$ cat config.mk
export PLATFORM = sky130hd
export DESIGN_NAME = button_debounce_short_long_press
export DESIGN_NICKNAME = d
export VERILOG_FILES = /design/src/rtl/btn_dbnc_pkg.sv /design/src/rtl/button_debounce_short_long_press.sv /design/src/rtl/btn_dbnc_cfg.sv /design/src/rtl/btn_dbnc_core.sv
export SDC_FILE = /design/constraint.sdc
export NUM_CORES = 1
export LEC_CHECK = 0
export BUFFER_PORTS_ARGS = -buffer_cell sky130_fd_sc_hd__clkbuf_2
export CORE_MARGIN = 10
export CORE_UTILIZATION = 30
export CTS_BUF_LIST = sky130_fd_sc_hd__clkbuf_4
export CTS_CLUSTER_DIAMETER = 200
export DETAILED_ROUTE_END_ITERATION = 16
export GPL_TIMING_DRIVEN = 0
export MAX_ROUTING_LAYER = met4
export PLACE_DENSITY = 0.58
export SLEW_MARGIN = 0
export SYNTH_ARGS = -nofsm -noshare
export SYNTH_HDL_FRONTEND = slang
export SYNTH_SLANG_ARGS = --single-unit
export TNS_END_PERCENT = 10
$ cat constraint.sdc
create_clock -name clk -period 4.6 [get_ports clk]
set_clock_uncertainty 0.15 [all_clocks]
set_input_delay 0.92 -clock clk [delete_from_list [all_inputs] [get_ports clk]]
set_output_delay 0.92 -clock clk [all_outputs]
set_load 0.05 [all_outputs]
$ cat src/rtl/btn_dbnc_pkg.sv
// Shared types and constants for the button debouncer with long-press detection.
// Holds register indexes, event codes, tick counter sizing and the config struct.
// No dependencies.
package btn_dbnc_pkg;

  localparam int TICK_COUNT_WIDTH = 16;
  localparam int CFG_WIDTH = 16;
  localparam int CFG_INDEX_WIDTH = 2;
  localparam int CMP_WIDTH = (TICK_COUNT_WIDTH > CFG_WIDTH) ? TICK_COUNT_WIDTH : CFG_WIDTH;

  localparam logic [CFG_INDEX_WIDTH-1:0] REG_BOOT_IGNORE = 2'd0;
  localparam logic [CFG_INDEX_WIDTH-1:0] REG_DEBOUNCE = 2'd1;
  localparam logic [CFG_INDEX_WIDTH-1:0] REG_LONG_PRESS = 2'd2;

  localparam logic [CFG_WIDTH-1:0] BOOT_IGNORE_RESET = 16'd1000;
  localparam logic [CFG_WIDTH-1:0] DEBOUNCE_RESET = 16'd30;
  localparam logic [CFG_WIDTH-1:0] LONG_PRESS_RESET = 16'd1500;

  typedef logic [TICK_COUNT_WIDTH-1:0] tick_cnt_t;

  typedef enum logic [1:0] {
    EV_NONE,
    EV_SHORT,
    EV_LONG_RUN,
    EV_LONG_STOP
  } press_event_t;

  typedef struct packed {
    logic [CFG_WIDTH-1:0] boot_ignore_ticks;
    logic [CFG_WIDTH-1:0] debounce_ticks;
    logic [CFG_WIDTH-1:0] long_press_ticks;
  } cfg_t;

  function automatic tick_cnt_t sat_inc(input tick_cnt_t v);
    return (&v) ? v : v + 1'b1;
  endfunction

endpackage

$ cat src/rtl/button_debounce_short_long_press.sv
// Button debouncer with short and long press detection, top level.
// Stage 1 registers each beat; core state and result registers then update together.
// Throughput: one tick beat per cycle while out_stall does not hold the result.
// Reset: synchronous rst empties both stages, clears all counters, sets level to released
// and loads the register reset values. Depends on btn_dbnc_pkg, btn_dbnc_cfg, btn_dbnc_core.
module button_debounce_short_long_press
  import btn_dbnc_pkg::*;
(
  input  logic                       clk,
  input  logic                       rst,
  input  logic                       in_valid,
  output logic                       in_stall,
  input  logic                       raw_pressed,
  input  logic                       pump_stopped,
  output logic                       out_valid,
  input  logic                       out_stall,
  output logic [1:0]                 press_event,
  output logic                       pressed_level,
  input  logic                       cfg_valid,
  output logic                       cfg_ready,
  input  logic [CFG_INDEX_WIDTH-1:0] cfg_index,
  input  logic [CFG_WIDTH-1:0]       cfg_data
);

  cfg_t         cfg;
  logic         s1_valid;
  logic         s1_raw;
  logic         s1_stopped;
  logic         res_free;
  logic         s1_move;
  logic         s1_load;
  press_event_t core_ev;
  logic         core_level;

  btn_dbnc_cfg u_cfg (
    .clk       (clk),
    .rst       (rst),
    .cfg_valid (cfg_valid),
    .cfg_ready (cfg_ready),
    .cfg_index (cfg_index),
    .cfg_data  (cfg_data),
    .cfg       (cfg)
  );

  assign res_free = !out_valid || !out_stall;
  assign s1_move = s1_valid && res_free;
  assign in_stall = s1_valid && !res_free;
  assign s1_load = in_valid && !in_stall;

  always_ff @(posedge clk) begin
    if (rst) begin
      s1_valid <= 1'b0;
    end else if (s1_load) begin
      s1_valid <= 1'b1;
    end else if (s1_move) begin
      s1_valid <= 1'b0;
    end
  end

  always_ff @(posedge clk) begin
    if (s1_load) begin
      s1_raw <= raw_pressed;
      s1_stopped <= pump_stopped;
    end
  end

  btn_dbnc_core u_core (
    .clk     (clk),
    .rst     (rst),
    .step    (s1_move),
    .raw     (s1_raw),
    .stopped (s1_stopped),
    .cfg     (cfg),
    .ev      (core_ev),
    .level   (core_level)
  );

  always_ff @(posedge clk) begin
    if (rst) begin
      out_valid <= 1'b0;
    end else if (s1_move) begin
      out_valid <= 1'b1;
    end else if (!out_stall) begin
      out_valid <= 1'b0;
    end
  end

  always_ff @(posedge clk) begin
    if (s1_move) begin
      press_event <= core_ev;
      pressed_level <= core_level;
    end
  end

endmodule

$ cat src/rtl/btn_dbnc_cfg.sv
// Configuration register file for the button debouncer.
// Depends on btn_dbnc_pkg for register indexes and reset values.
module btn_dbnc_cfg
  import btn_dbnc_pkg::*;
(
  input  logic                       clk,
  input  logic                       rst,
  input  logic                       cfg_valid,
  output logic                       cfg_ready,
  input  logic [CFG_INDEX_WIDTH-1:0] cfg_index,
  input  logic [CFG_WIDTH-1:0]       cfg_data,
  output cfg_t                       cfg
);

  assign cfg_ready = 1'b1;

  always_ff @(posedge clk) begin
    if (rst) begin
      cfg.boot_ignore_ticks <= BOOT_IGNORE_RESET;
      cfg.debounce_ticks <= DEBOUNCE_RESET;
      cfg.long_press_ticks <= LONG_PRESS_RESET;
    end else if (cfg_valid && cfg_ready) begin
      case (cfg_index)
        REG_BOOT_IGNORE: cfg.boot_ignore_ticks <= cfg_data;
        REG_DEBOUNCE:    cfg.debounce_ticks <= cfg_data;
        REG_LONG_PRESS:  cfg.long_press_ticks <= cfg_data;
        default: ;
      endcase
    end
  end

endmodule

$ cat src/rtl/btn_dbnc_core.sv
// Debounce and press classification state, updated once per tick beat.
// Depends on btn_dbnc_pkg for counter types, event codes and the config struct.
module btn_dbnc_core
  import btn_dbnc_pkg::*;
(
  input  logic         clk,
  input  logic         rst,
  input  logic         step,
  input  logic         raw,
  input  logic         stopped,
  input  cfg_t         cfg,
  output press_event_t ev,
  output logic         level
);

  tick_cnt_t boot_elapsed;
  tick_cnt_t since_change;
  tick_cnt_t hold_elapsed;
  logic      last_raw;
  logic      debounced_level;
  logic      long_done;

  tick_cnt_t boot_elapsed_next;
  tick_cnt_t since_change_next;
  tick_cnt_t hold_elapsed_next;
  logic      last_raw_next;
  logic      debounced_level_next;
  logic      long_done_next;

  logic      boot_done;
  tick_cnt_t sc_eff;
  tick_cnt_t hold_eff;

  always_comb begin
    boot_done = CMP_WIDTH'(boot_elapsed) >= CMP_WIDTH'(cfg.boot_ignore_ticks);
    last_raw_next = last_raw;
    debounced_level_next = debounced_level;
    long_done_next = long_done;
    sc_eff = since_change;
    hold_eff = hold_elapsed;
    ev = EV_NONE;
    if (boot_done) begin
      if (raw != last_raw) begin
        last_raw_next = raw;
        sc_eff = '0;
      end
      if (CMP_WIDTH'(sc_eff) >= CMP_WIDTH'(cfg.debounce_ticks)) begin
        if (raw == debounced_level) begin
          if (debounced_level && !long_done &&
              CMP_WIDTH'(hold_elapsed) >= CMP_WIDTH'(cfg.long_press_ticks)) begin
            long_done_next = 1'b1;
            ev = stopped ? EV_LONG_RUN : EV_LONG_STOP;
          end
        end else begin
          debounced_level_next = raw;
          if (raw) begin
            hold_eff = '0;
            long_done_next = 1'b0;
          end else if (!long_done) begin
            ev = EV_SHORT;
          end
        end
      end
    end
    boot_elapsed_next = sat_inc(boot_elapsed);
    since_change_next = sat_inc(sc_eff);
    hold_elapsed_next = sat_inc(hold_eff);
  end

  assign level = debounced_level_next;

  always_ff @(posedge clk) begin
    if (rst) begin
      boot_elapsed <= '0;
      since_change <= '0;
      hold_elapsed <= '0;
      last_raw <= 1'b0;
      debounced_level <= 1'b0;
      long_done <= 1'b0;
    end else if (step) begin
      boot_elapsed <= boot_elapsed_next;
      since_change <= since_change_next;
      hold_elapsed <= hold_elapsed_next;
      last_raw <= last_raw_next;
      debounced_level <= debounced_level_next;
      long_done <= long_done_next;
    end
  end

  a_long_sets_done: assert property (@(posedge clk) disable iff (rst)
    step && (ev == EV_LONG_RUN || ev == EV_LONG_STOP) |=> long_done)
    else $error("long press fired without marking the hold");

  a_boot_freezes_state: assert property (@(posedge clk) disable iff (rst)
    step && !boot_done |=> last_raw == $past(last_raw) &&
      debounced_level == $past(debounced_level) && long_done == $past(long_done))
    else $error("state changed inside the boot window");

  a_boot_count_monotonic: assert property (@(posedge clk) disable iff (rst)
    1'b1 |=> boot_elapsed >= $past(boot_elapsed))
    else $error("boot counter went backwards");

  a_short_after_press: assert property (@(posedge clk) disable iff (rst)
    step && ev == EV_SHORT |=> !debounced_level && !long_done)
    else $error("short press reported with wrong hold state");

endmodule
* Word-level counts from Yosys, hierarchy flattened
Index checks and enable logic that the tools add are counted.
** Word-level totals
- Flip-flop bits (word level) :: 106
** Cells by class
- Add/sub/neg operators :: 3
- Magnitude comparators :: 3
- Equal/unequal tests :: 6
- Multiplexer cells :: 24
- Bitwise logic cells :: 1
- Reduce and logical (&&, ||, !) cells :: 24
** Operators with widths (count)
- 16-bit 2-to-1 mux :: 9
- 16-bit by 1-bit adder with 16-bit output, second input constant :: 3
- 16-bit >= comparator :: 3
- 16-bit AND reduction :: 3
- 1-bit 2-to-1 mux :: 12
- 2-bit AND reduction :: 5
- 2-bit 2-to-1 mux :: 3
- 1-bit logical AND :: 5
- 1-bit zero test :: 5
- 5-bit AND reduction :: 1
- 2-bit nonzero test :: 2
- 3-bit AND reduction :: 1
- 2-bit by 1-bit == test with 1-bit output, second input constant :: 1
- 2-bit == test, second input constant :: 1
- 2-bit zero test :: 1
- 2-bit by 1-bit inequality test with 1-bit output, second input constant :: 1
- 2-bit inequality test, second input constant :: 1
- 1-bit == test :: 1
- 1-bit logical OR :: 1
- 1-bit inequality test :: 1
- 1-bit inverter :: 1

* Logic depth before layout (Yosys ltp)
- Depth in word-level cells :: 8
- Mapped depth :: 20
- Depth with buffers taken out :: 16

* Modules after synthesis
Synthesis repeated with hierarchy kept, for this count alone.
** Unflattened totals
- Cells, all modules :: 723
- Area, all modules :: 6150.9 µm²
** By module, submodules not included
- btn_dbnc_core :: instances 1, cells each 518, area each 3945.0 µm², sequential area each 1021.0 µm²
- btn_dbnc_cfg :: instances 1, cells each 190, area each 1969.4 µm², sequential area each 960.9 µm²
- button_debounce_short_long_press :: instances 1, cells each 15, area each 236.5 µm², sequential area each 190.2 µm²

* Worst setup path before layout
OpenSTA, ideal clock, no wires.
- Path kind :: register to register
- Start :: register s1_raw
- End :: register u_core.hold_elapsed[0]
- Library setup time :: 0.115 ns
- Arrival :: 4.071 ns
- Data required time :: 4.335 ns
- Setup slack :: 0.264 ns
- Cell stages (with the launch flop) :: 20
- Buffers on the path :: 4
- Period minus slack after synthesis :: 4.336 ns
- Cells stage by stage :: edfxtp_1 clkbuf_1 xnor2_2 clkbuf_1 nand2_1 ha_1 nand2b_1 a2111oi_0 a2111oi_0 a2111o_1 nand4_1 buf_2 and2_1 ha_1 nand3_1 or3_1 clkbuf_1 a41oi_1 nor2_1 o21a_1
** On the way
- Cells in the longest elaborated chain, start to end :: 8
** Ends and longest elaborated chain
- start, declared :: RTL line button_debounce_short_long_press.sv:27 : logic s1_raw;
- start signal, assigned :: RTL line button_debounce_short_long_press.sv:62 : s1_raw <= raw_pressed;
- 1-bit inequality test :: RTL line btn_dbnc_core.sv:43 : if (raw != last_raw) begin
- 16-bit 2-to-1 mux :: RTL line btn_dbnc_core.sv:43
- 16-bit 2-to-1 mux :: RTL line btn_dbnc_core.sv:42 : if (boot_done) begin
- 16-bit >= comparator :: RTL line btn_dbnc_core.sv:47 : if (CMP_WIDTH'(sc_eff) >= CMP_WIDTH'(cfg.debounce_ticks)) begin
- 16-bit 2-to-1 mux (*) :: RTL line btn_dbnc_core.sv:47
- 16-bit 2-to-1 mux (*) :: RTL line btn_dbnc_core.sv:42
- 16-bit by 1-bit adder with 16-bit output / 16-bit AND reduction (equally long branches) :: RTL line btn_dbnc_pkg.sv:35 : return (&v) ? v : v + 1'b1;
- 16-bit 2-to-1 mux (*) :: RTL line btn_dbnc_pkg.sv:35
- end signal, assigned :: RTL line btn_dbnc_core.sv:83 : hold_elapsed <= hold_elapsed_next;
- end, declared :: RTL line btn_dbnc_core.sv:18 : tick_cnt_t hold_elapsed;
Every way passes the cells marked *; elsewhere a longest branch is shown, timed or not. The select of a mux whose other input is x is not followed.
A chain may end at the register's enable or synchronous reset.

* Worst setup path in the final report
- Start :: register s1_raw
- End :: register u_core.hold_elapsed[1]
Same word-level chain as after synthesis.

==> flow_summary.ini <==
[drt]
first_iter_violations = 234
ant_nets = 0
vias = 4888
drt-total-wl_microns = 14700
drc = 0
viasPerCell = 4.90
wire_per_inst_microns = 14.8
firstDrtPassIters = 6

[layout]
final_nets = 835
syn_to_final_growth_pct = 11.5
fillCellCount = 2027
drive_above_1_share_pct = 8.27

[place]
pre_cts_ws_ps = -601
place_congestion = 0.840
io_buffers = 29
place_hpwl_microns = 11200

[setup_path]
critical_path_cell_count = 17
slowest_stage = edfxtp_1
crit_end = u_core.hold_elapsed[1]$_SDFFE_PP0P_
cp.arrival_ps = 4570
rr_worst_depth = 17
slowest_delay_ps = 520
r2r_end = u_core.hold_elapsed[1]$_SDFFE_PP0P_
crit_chain = xnor2_2 -> buf_4 -> nand2_1 -> ha_1 -> nand2b_1 -> a2111oi_4 -> a2111oi_1 -> a2111o_1 -> nand4_1 -> buf_6 -> and2_1 -> ha_2 -> nand3_1 -> or3_4 -> a41oi_2 -> nand3b_1 -> a21oi_1
crit_family = simple AND/OR/NAND/NOR gates
cp_max_fo = 10
critPathBufInv = 2
cp-end-kind = flop
critPathKind = flop to flop
r2r-start = s1_raw$_DFFE_PP_
r2r_slack_ps = 220
crit_start = s1_raw$_DFFE_PP_
crit_path_start_kind = flop
cp.required_ps = 4790

[logic_synthesis]
ys_ff_latch = 106
async_reset_ff_share_pct = 0
synth.top_cell.area_share_pct = 35.1
yosysTopAreaCell = dfxtp_1
synth_cell_types = 56
ys_seq_area_share_pct = 37.7
syn_nets = 793
syn_inst = 716
synth_area_leaders = dfxtp_1 35%, ha_1 11%, nand2_1 7.6%
synth_edf_count = 5
yosysWarnings = 0
syn_avg_cell_area_sq_um = 8.04
synth.cell_area_sq_mm = 0.00575
synth_ff_type = dfxtp_1

[grt]
track_usage_pct = 12.5
antenna_found_initial = 1
grt_pass1_wl_microns = 24300
grt_remaining_overflow = 0
grt_start_max_net_pins = 18
grt_pass1_vias = 4755

[sta]
finalCriticalPeriod_ps = 4380
slew_headroom_pct = 45.4
rsz0062_at_grt = yes
fmax_mhz = 228
slew_violations = 0
setup_viol = 0
hold-worst-slack_ps = 316
setup_slack_ps = 223
fin_crit_sh_pct = 95.2
finalHoldViolCount = 0
worstMarginPinSlew_ps = 807

[die]
start_util_pct = 30.7
io-pin-count = 31
die_w_microns = 158
die_area_sq_mm = 0.0251
dieHeight_microns = 158
row_count = 50
core_sq_mm = 0.0188

[clock_tree]
cts-root-buf = clkbuf_4
clkTransAtPathRegs_ps = 160
cts_buffers = 9
htree_num_levels = 3
cts_sinks = 106
ctsLongestPathBuffers = 2
cts_tree = done
postCtsHoldBufs = 0
clock_latency_ps = 480

[power_and_ir_drop]
p_leak_uw = 0.00254
peakVddDrop_v = 0.000196
power_density_mw_per_mm2 = 250
clkPwrFrac_pct = 30.6
comb_power_share_pct = 9.4
switchingPower_uw = 424
p_int_uw = 1180
seqPwrFrac_pct = 60.1
total_power_uw = 1600
switching_share_pct = 26.5

[run]
drv_cap = 0

[hold_path]
hold_path.class = flop to flop

[outcome]
status = finished clean
[registers in the layout, summed over array words and instances (netlist names)]
register / flops
s1_valid: 1
pressed_level: 1
u_core.last_raw: 1
u_core.since_change: 16
u_core.boot_elapsed: 16
s1_raw: 1
u_core.long_done: 1
out_valid: 1
u_core.hold_elapsed: 16
press_event: 2
u_cfg.cfg: 48
u_core.debounced_level: 1
s1_stopped: 1
[cells in the final DEF (no fill, tap or decap), drive strengths merged, types with 5 or more instances in the layout]
cell | netlist | final
a41oi | 5 | 5
and2 | 23 | 23
mux2i | 6 | 6
buf | 4 | 8
nor3 | 12 | 12
and3 | 8 | 8
or3 | 8 | 9
nand4 | 14 | 14
edfxtp | 5 | 5
nand2 | 116 | 116
clkbuf | 26 | 63
inv | 57 | 59
nand2b | 6 | 6
a211oi | 5 | 5
nand3 | 20 | 20
o211ai | 14 | 14
dfxtp | 101 | 101
xor2 | 17 | 17
ha | 52 | 52
and4 | 8 | 8
a21oi | 75 | 75
a31oi | 8 | 8
xnor2 | 6 | 6
o21ai | 32 | 32
nor2 | 50 | 50
[kinds of logic after synthesis]
group,after synthesis,synth area share [%]
flip-flops,106,37.7
buffers and inverters,88,5.96
XOR/XNOR,23,3.63
multiplexers,6,1.04
other,1,0.0652
AO/OA/AOI/OAI,155,16.0
AND/OR/NAND/NOR,285,24.2
adder cells (fa/ha/maj),52,11.3
[synth_stat cells, types with 4 or more instances]
cell type,count
a211oi_1,5
a21o_1,4
a21oi_1,74
a31oi_1,8
a41oi_1,5
and2_1,23
and3_1,8
and4_1,8
clkbuf_1,26
dfxtp_1,101
edfxtp_1,5
ha_1,52
inv_1,56
mux2i_1,6
nand2_1,116
nand2b_1,5
nand3_1,20
nand4_1,14
nor2_1,50
nor2b_1,4
nor3_1,12
o211ai_1,14
o21ai_0,20
o21ai_1,12
or3_1,8
xnor2_1,5
xor2_1,17
[metrics by stage]
step	cells	setup TNS [ps]	instance area (sq um)	util [%]
after global placement	979	-5640	6190	33.0
after global routing	997	-38.0	6410	34.2
after CTS	995	0	6360	33.9
final	997	0	6410	34.2
after floorplan	716	0	5750	-
after detailed placement	979	-5550	6190	33.0
[power by group through the flow]
| stage | clock [uW] | sequential [uW] | combinational [uW] |
|---|---|---|---|
| after CTS | 508 | 962 | 149 |
| after global placement | 0 | 980 | 145 |
| final | 489 | 961 | 150 |
| after floorplan | 0 | 982 | 88.8 |
| after detailed placement | 0 | 981 | 147 |
| after global routing | 542 | 965 | 170 |
[worst min path at each step]
| stage | from | end | slack [ps] | cells after the start |
|---|---|---|---|---|
| after floorplan | u_cfg.cfg[11]$_SDFFE_PP0P_ | u_cfg.cfg[11]$_SDFFE_PP0P_ | 290 | 2 |
| after global placement | u_cfg.cfg[23]$_SDFFE_PP0P_ | u_cfg.cfg[23]$_SDFFE_PP0P_ | 290 | 2 |
| after detailed placement | u_cfg.cfg[14]$_SDFFE_PP0P_ | u_cfg.cfg[14]$_SDFFE_PP0P_ | 300 | 2 |
| after CTS | u_cfg.cfg[14]$_SDFFE_PP0P_ | u_cfg.cfg[14]$_SDFFE_PP0P_ | 320 | 2 |
| after global routing | u_cfg.cfg[9]$_SDFFE_PP0P_ | u_cfg.cfg[9]$_SDFFE_PP0P_ | 340 | 2 |
| final | u_cfg.cfg[23]$_SDFFE_PP0P_ | u_cfg.cfg[23]$_SDFFE_PP0P_ | 320 | 2 |
[worst reg2reg max path, delay by kind of cell, from the launching register on]
family                     cells  cell delay, ps
and+or+nand+nor                7            1310
buffers and inverters          2             350
DFF                            1             520
adders and majority gates      2             480
AOI/OAI and AO/OA              5            1210
xor gates and xnor gates       1             250
[layout make-up]
type / instances / area [sq um] / share of cell area [%]
Buffer: 28 / 128 / 1.99
Clock buffer: 11 / 82.6 / 1.29
Inverter: 58 / 218 / 3.39
Antenna cell: 1 / 2.50 / 0.0390
Clock inverter: 4 / 52.6 / 0.819
Sequential cell: 106 / 2170 / 33.9
Multi-Input combinational cell: 523 / 3300 / 51.4
Timing Repair Buffer: 32 / 168 / 2.61
Tap cell: 234 / 293 / 4.56
[metal layers]
metal  wire length (microns)  track usage (%)  vias up
li1                        -                -     2560
met1                    7040             15.3     2244
met2                    7070             20.5       73
met3                     439             2.59       11
met4                     187             3.35        0
met5                       0                -        -
[timing repair]
item | CTS | global route
resized for setup | 4 | 12
cloned | 0 | 1
setup endpoints to repair | 15 | 19
buffers inserted | 3 | 0
pin swaps | 2 | 4
No activity file was read; power rests on OpenSTA's default activity.
